--- src/sv/ldsbr_ram.sv ---
`timescale 1ns / 1ps
module ldsbr_ram #(
  parameter int WIDTH = 16,
  parameter int DEPTH = 64
) (
  input  logic                     clk,
  input  logic                     we,
  input  logic [$clog2(DEPTH)-1:0] waddr,
  input  logic [WIDTH-1:0]         wdata,
  input  logic [$clog2(DEPTH)-1:0] raddr,
  output logic [WIDTH-1:0]         rdata
);

  logic [WIDTH-1:0] mem [DEPTH];

  always_ff @(posedge clk) begin
    if (we) begin
      mem[waddr] <= wdata;
    end
    rdata <= mem[raddr];
  end

endmodule
--- config.mk ---
export PLATFORM = sky130hd
export DESIGN_NAME = ldsbr_ram
export DESIGN_NICKNAME = d
export VERILOG_FILES = /design/src/sv/ldsbr_ram.sv
export SDC_FILE = /design/constraint.sdc
export NUM_CORES = 1
export LEC_CHECK = 0
export BUFFER_PORTS_ARGS = -buffer_cell sky130_fd_sc_hd__buf_2
export CAP_MARGIN = 20
export CORE_AREA = 2 2 324 326
export DETAILED_ROUTE_END_ITERATION = 10
export DIE_AREA = 0 0 326 328
export SLEW_MARGIN = 10
export SYNTH_ARGS = -nofsm -noshare
export SYNTH_HDL_FRONTEND = slang
export SYNTH_SLANG_ARGS = --single-unit
--- constraint.sdc ---
create_clock -name clk -period 5.1 [get_ports clk]
set_input_delay 0.255 -clock clk [delete_from_list [all_inputs] [get_ports clk]]
set_output_delay 0.255 -clock clk [all_outputs]
set_load 0.01 [all_outputs]
# Yosys cells after proc, flatten, opt, wreduce, memory -nomap -nowiden
# Memory sizes are Yosys's and may differ from the RTL's. A register that Yosys moved wholly into a read port is not among the register bits.
# Cells that the tools add are included.
# word_totals
wordCells	3
inputBits	30
memories	1
ram_bits	1024
out_inout_bits	16
ff_bits	0
# memory_table
name	words	word_bits	rd	rd_ports_with_merged_regs	wr	line_no	rtl
mem	64	16	1	1	1	14	logic [WIDTH-1:0] mem [DEPTH];
# classes
muxes	2
# op_table
operator	count
$mux W1	2

# Logic depth before layout (Yosys ltp)
# Gate-level depths: netlist of run 1.
# depth
depth_word	2
mapped_depth	10
depth_no_buf	5

# Least setup slack after synthesis of run 1
# OpenSTA, ideal clock, no wires.
# synth_path
path_type	input to register
startpoint	input waddr[3]
endpoint	memory mem[48][0] (enable)
t_arrival_ps	1881
setup_time_ps	409
path_buffers	1
setup_slack_ps	2810
path_stages	4
path_cell_list	clkbuf_1 -> nor2b_1 -> nand4b_1 -> nor3_1
# synth_lines
element	line_no	rtl
from (decl)	8	input logic [$clog2(DEPTH)-1:0] waddr,
to (decl)	14	
# No word-level cell before the write port.

==> results of run 1 <==
[per-stage QoR]
stage | util [%] | total power [mW] | std cells | cell area (µm²) | hold slack (ns)
3_3_place_gp | 40.84 | 10.56 | 3248 | 42140 | 0.6835
4_1_cts | 43.91 | 17.69 | 3436 | 45310 | 0.1148
6_report | 43.92 | 17.55 | 3437 | 45330 | 0.1172
5_1_grt | 43.92 | 18.04 | 3437 | 45330 | 0.1105
2_1_floorplan | - | 10.16 | 1829 | 40040 | 0.3539
3_5_place_dp | 40.84 | 10.57 | 3249 | 42150 | 0.6813
[worst max path at each step]
stage	startpoint	endpoint	cells after the start	slack, ns
floorplan	waddr[3]	mem[48][0]	4	2.81
global placement	raddr[0]	rdata[3]	7	1.79
detailed placement	raddr[0]	rdata[3]	7	1.78
CTS	raddr[0]	rdata[3]	7	2.50
finish	raddr[0]	rdata[3]	7	2.56
global route	raddr[0]	rdata[3]	7	2.36
[worst register-to-register path, cell delays in order, from the launching register on]
cell      delay, ns
edfxtp_1       0.36
mux4_2         0.48
mux2_2         0.30
nand2_1        0.13
nand4_1        0.45
and4_1         0.39
[power by group through the flow]
stage               logic, mW  registers, mW  clock network (mW)
floorplan               0.490           9.67                   0
global placement        0.873           9.68                   0
detailed placement      0.883           9.69                   0
CTS                     0.886           9.50                7.30
global route            0.928           9.51                7.61
finish                  0.873           9.51                7.17
[cells by family (layout without fill, tap and decap cells)]
logic type,after synthesis,after routing,share of synthesized area [%]
buffers and inverters,104,332,1.831
AND/OR/NAND/NOR,220,220,2.647
multiplexers,336,336,15.52
AO/OA/AOI/OAI,129,129,2.409
flip-flops,1040,1040,77.59
[area by class of cell]
cell class                      instances  share of cell area [%]
Clock buffer                          134                   6.037
Clock inverter                         53                  0.9358
Multi-Input combinational cell        685                   18.25
Sequential cell                      1040                   68.55
Tap cell                             1380                   3.809
Timing Repair Buffer                  145                   2.421
[layout by cell type (no fill, tap or decap), types with 23 or more instances in the layout]
| cell | instances |
|---|---|
| nand3_1 | 24 |
| nor2_1 | 71 |
| edfxtp_1 | 1024 |
| buf_2 | 42 |
| clkbuf_1 | 29 |
| buf_4 | 92 |
| mux2i_1 | 85 |
| clkinv_1 | 23 |
| nand2_1 | 59 |
| a22oi_1 | 39 |
| nor2b_1 | 27 |
| mux2_2 | 27 |
| clkbuf_16 | 105 |
| mux4_2 | 220 |
[registers in the layout (all words and copies together), names as in the netlist]
name,flops
rdata,16
mem,1024
[routing by layer]
layer  vias up  track usage [%]
met1     10342            25.19
met2       737            29.51
met4        10            5.209
met5         -                0
met3       147            4.185
li1       7978                -
==> metrics.md, run 1 <==
| Metric | Value |
|---|---|
| Post-CTS Setup Bufs | `0` |
| First-pass DRT Iterations | `5` |
| Largest net degree at the start of global routing | `between 80 and 90` |
| R2R cell count | `5` |
| CTS Buf Count | `about 100` |
| Worst hold stages | `2` |
| Critical path type | `in2reg` |
| Final Hold Fails | `0` |
| Worst hold path type | `in2reg` |
| P_leak | `around 14 nW` |
| Wire length on met2 | `roughly 47 mm` |
| Synth area leaders | `edfxtp_1 77%, mux4_2 12%, mux2i_1 2.1%, dfxtp_1 0.80%, mux2_2 0.76%` |
| Clock share of power | `40.9%` |
| Clock Root Buffer | `clkbuf_16` |
| Relative slew margins | `between 20 and 30%` |
| Final ANT Viol Nets | `0` |
| Die height | `roughly 330 µm` |
| CORE AREA | `between 100000 and 150000 µm²` |
| CP top delay family | `multiplexers` |
| Diode count | `0` |
| Crit path DAT | `about 3 ns` |
| Syn Area/Cell | `approximately 22 µm²` |
| Place WS | `~1.8 ns` |
| Net Sw Frac | `between 20% and 30%` |
| Syn_nets | `between 1500 and 2000` |
| Multi-input gate area | `roughly 8300 µm²` |
| Critical register-to-register path endpoint | `rdata[2]` |
| Number of global-route vias before repair | `slightly below 20000` |
| Tmin final | `around 2.5 ns` |
| Top cell type's share of synthesized area | `76.79%` |
| Clock Sinks | `between 1000 and 1500` |
| WL per Instance | `~29 µm` |
| Synth warn | `0` |
| Post-synthesis register bit count | `between 1000 and 1500` |
| Critical path peak fanout | `63` |
| Worst Path Buf+Inv | `2` |
| Final wirelength | `between 90 and 100 mm` |
| Top_reg_cell synth | `edfxtp_1` |
| Clk pin slew, worst setup/hold paths | `approximately 0.06 ns` |
| Worst vdd ir | `around 300 µV` |
| Largest stage delay, worst path | `0.57 ns` |
| RR Startpoint | `mem[31][2]` |
| Ys async rst share | `0%` |
| CTS tree | `done` |
| Startpoint Class | `input port` |
| Status | `completed` |
| P_sw | `3.710 mW` |
| Antenna violations before repair | `9` |
| Met3 routed WL | `~7.9 mm` |
| Post-synth EDFFs | `between 1000 and 1500` |
| Post-synthesis sequential area ratio | `77.59%` |
| Register Area | `between 30000 and 40000 µm²` |
| Critical hold path startpoint | `waddr[1]` |
| Clock Skew | `about 0.032 ns` |
| Final Max Slew Viols | `0` |
| Synth top cells by count | `1024 x edfxtp_1, 220 x mux4_2, 85 x mux2i_1` |
| Sequential Power Share | `between 50 and 60%` |
| IO Pins | `46` |
| HPWL after detailed placement | `approximately 58 mm` |
| Comb pwr share | `5.0%` |
| Hold Path Sink | `mem[48][6]` |
| Via-to-Cell Ratio | `5.590` |
| First-pass GRT wire length | `between 100 and 150 mm` |
| Area leader, netlist | `edfxtp_1` |
| Max cap viols | `0` |
| # port buffers | `45` |
| Floorplan row count | `between 100 and 150` |
| # setup viols final | `0` |
| CTS resizes | `0` |
| R2R setup slack | `~2.9 ns` |
| Slew @ Worst Pin | `1.071 ns` |
| Detailed-route via count | `19214` |
| Layout cells sized above 1 | `between 20% and 30%` |
| Max Root-Sink Buffers | `3` |
| Uppermost layer routed | `met5` |
| PnR worst setup slack | `around 2.6 ns` |
| Initial Util | `roughly 39%` |
| P&R area growth vs syn | `13.20%` |
| Critical path's slowest cell | `buf_8` |
| Setup crit end kind | `flop` |
| Post-Synthesis Cells | `roughly 1800` |
| Initial DRC count | `roughly 2300` |
| Final cycle utilization of the critical path | `around 50%` |
| RePlAce Congestion | `0.8651` |
| Residual DRC | `0` |
| NumNets Final | `around 2000` |
| WP data required | `~5.6 ns` |
| Peak Freq | `roughly 390 MHz` |
| Pint | `13.84 mW` |
| Clock Latency Late Sink | `between 0.6 and 0.7 ns` |
| Die X-Extent | `approximately 330 µm` |
| H-Tree Depth | `3` |
| Die area | `roughly 110000 µm²` |
| Leading cell type by number of instances after synthesis | `edfxtp_1` |
| Mapped Area | `40040 µm²` |
| Layout fillers | `approximately 8700` |
| Post-cts hold buffer count | `0` |
| RSZ-0062 raised after global routing | `no` |
| Setup TNS Final | `0 ns` |
| Gr ovfl total | `0` |
| Total GRT Usage | `between 10% and 20%` |
| Synth unique cells | `43` |
| CP cell instances | `buf_8 -> buf_4 -> mux4_2 -> mux2i_1 -> a22oi_1 -> a31oi_1 -> a311oi_1` |
| Met1 WL | `just over 40 mm` |
| Pwr dens | `roughly 390 nW/µm²` |
Note: power is estimated with default switching activity, not from simulation.
==> run 2: changes to the inputs <==
- clock period: 5.1 -> 2.3 ns (I/O delays scaled with it)
==> metrics.md, run 2 (synthesis results as in run 1) <==
| Metric | Value |
|---|---|
| WL per Instance | `27.28 µm (-4.5%)` |
| P&R area growth vs syn | `17.23%` |
| Die height | `328 µm (unchanged)` |
| CTS tree | `done` |
| Total GRT Usage | `18.35% (about the same)` |
| Detailed-route via count | `19644 (+2.2%)` |
| First-pass DRT Iterations | `6 (+1)` |
| Worst hold stages | `3 (+1)` |
| Tmin final | `2.206 ns` |
| Die X-Extent | `326 µm (unchanged)` |
| CTS Buf Count | `105 (+1.9%)` |
| R2R setup slack | `0.09 ns (-2.82 ns)` |
| Final Max Slew Viols | `0 (unchanged)` |
| Status | `completed` |
| Critical register-to-register path endpoint | `rdata[13]` |
| Final cycle utilization of the critical path | `95.91%` |
| RR Startpoint | `mem[28][13]` |
| Hold Path Sink | `rdata[6]` |
| Final Hold Fails | `0 (unchanged)` |
| Clock Root Buffer | `clkbuf_16` |
| H-Tree Depth | `3 (unchanged)` |
| Setup crit end kind | `flop` |
| Largest stage delay, worst path | `0.51 ns (-0.06 ns)` |
| Final wirelength | `97.81 mm (-0.40%)` |
| Max cap viols | `0 (unchanged)` |
| Register Area | `31070 µm² (unchanged)` |
| Critical hold path startpoint | `raddr[4]` |
| R2R cell count | `6 (+1)` |
| Initial DRC count | `2061 (-8.4%)` |
| # port buffers | `45 (unchanged)` |
| Final ANT Viol Nets | `0 (unchanged)` |
| RePlAce Congestion | `0.8266 (-4.5%)` |
| Most frequent cells in the layout | `1024 x edfxtp_1, 220 x mux4_2, 199 x buf_4` |
| CORE AREA | `103200 µm² (unchanged)` |
| Max FFs per register | `1024 (unchanged)` |
| P_leak | `15.12 nW (+6.3%)` |
| CP top delay family | `multiplexers` |
| Multi-input gate area | `8249 µm² (-0.27%)` |
| # setup viols final | `0 (unchanged)` |
| Final Util | `45.49% (+1.6 points)` |
| CP cell instances | `mux4_2 -> mux2i_1 -> nand3_1 -> a31oi_1 -> buf_4 -> a311oi_1` |
| Clk pin slew, worst setup/hold paths | `0.06 ns (about the same)` |
| Peak Freq | `about 450 MHz` |
| Place WS | `-0.2761 ns (-2.058 ns)` |
| Clock Latency Late Sink | `0.67 ns (about the same)` |
| Die area | `106900 µm² (unchanged)` |
| Largest regs | `mem (1024), rdata (16)` |
| Final std cells w/o fill | `3585 (+4.3%)` |
| Crit path DAT | `2.75 ns (-0.32 ns)` |
| Slew @ Worst Pin | `0.7776 ns (-0.2937 ns)` |
| Initial Util | `38.80% (unchanged)` |
| Via-to-Cell Ratio | `5.479 (-2.0%)` |
| Setup TNS Final | `0 ns (unchanged)` |
| Pwr dens | `838.6 nW/µm² (+120%)` |
| Startpoint Class | `flop` |
| Worst Path Buf+Inv | `1 (-1)` |
| Max Root-Sink Buffers | `3 (unchanged)` |
| NumNets Final | `2156 (+7.5%)` |
| Worst hold path type | `in2reg` |
| Diode count | `0 (unchanged)` |
| First-pass GRT wire length | `142.4 mm (+0.71%)` |
| Commonest non-fill, non-tap cell in the layout | `edfxtp_1` |
| Largest net degree at the start of global routing | `65 (-23%)` |
| Residual DRC | `0 (unchanged)` |
| RSZ-0062 raised after global routing | `no` |
| Critical path peak fanout | `1 (-98%)` |
| Clock Skew | `0.03939 ns (+0.007848 ns)` |
| Worst vdd ir | `610.5 µV (+110%)` |
| Critical path type | `reg2reg` |
| Critical path's slowest cell | `a31oi_1` |
| Gr ovfl total | `0 (unchanged)` |
| CTS resizes | `0 (unchanged)` |
| IO Pins | `46 (unchanged)` |
| Layout fillers | `8581 (-1.5%)` |
| Number of global-route vias before repair | `20317 (+5.1%)` |
| WP data required | `2.84 ns (-2.78 ns)` |
| HPWL after detailed placement | `60.98 mm (+5.4%)` |
| Layout cells sized above 1 | `30.88% (+4.6 points)` |
| Placed Cells | `3389 (+4.3%)` |
| Floorplan row count | `118 (unchanged)` |
| Most flops, register | `mem` |
| Post-CTS Setup Bufs | `0 (unchanged)` |
| Relative slew margins | `48.16% (+20 points)` |
| Antenna violations before repair | `7 (-2)` |
| PnR worst setup slack | `0.09418 ns (-2.464 ns)` |
| Clock Sinks | `1040 (unchanged)` |
[run 2: how the worst max path moves through the flow]
stage,from,end,slack (ns),depth (start not counted)
floorplan,waddr[3],mem[48][0],0.15,4
global placement,raddr[0],rdata[13],-0.28,9
detailed placement,raddr[0],rdata[13],-0.28,9
CTS,mem[28][13],rdata[13],0.11,6
global route,mem[28][13],rdata[13],0.02,6
finish,mem[28][13],rdata[13],0.09,6
[run 2: power breakdown]
part           switching, mW  internal [mW]  total (mW)
logic                   1.28          0.905        2.19
registers             0.0628           21.0        21.0
clock network           6.93           9.20        16.1
[run 2: per-stage QoR]
stage	area, µm²	hold WS, ns	power (mW)
3_3_place_gp	43600	0.4036	23.59
3_5_place_dp	43600	0.4136	23.64
4_1_cts	46940	0.001909	39.69
2_1_floorplan	40040	0.2139	22.52
6_report	46940	0.05106	39.37
5_1_grt	46940	0.05031	40.51
[run 2: final cells by class]
| cell class | count | area share [%] |
|---|---|---|
| tap | 1380 | 3.678 |
| multi-input combinational | 685 | 17.57 |
| clock inverter | 52 | 0.8742 |
| clock buffer | 134 | 6.029 |
| timing repair buffer | 294 | 5.659 |
| sequential | 1040 | 66.19 |
[run 2: worst reg2reg max path: cells and delay by family, from the launching register on]
kind                   cells  cell delay (ns)
AOI/OAI and AO/OA          2             0.55
buffers and inverters      1             0.22
DFF                        1             0.38
muxes                      2             0.82
and+or+nand+nor            1             0.14
[run 2: what timing repair did]
item,4_1_cts,5_1_grt
endpoints found under the setup margin,0,0
hold buffers,9,0
hold endpoints to repair,292,0
[run 2: metal layers]
metal	wire length, µm	track usage [%]
met1	41590	25.60
met2	47010	29.73
met3	6604	3.339
met4	2537	5.069
met5	63	0
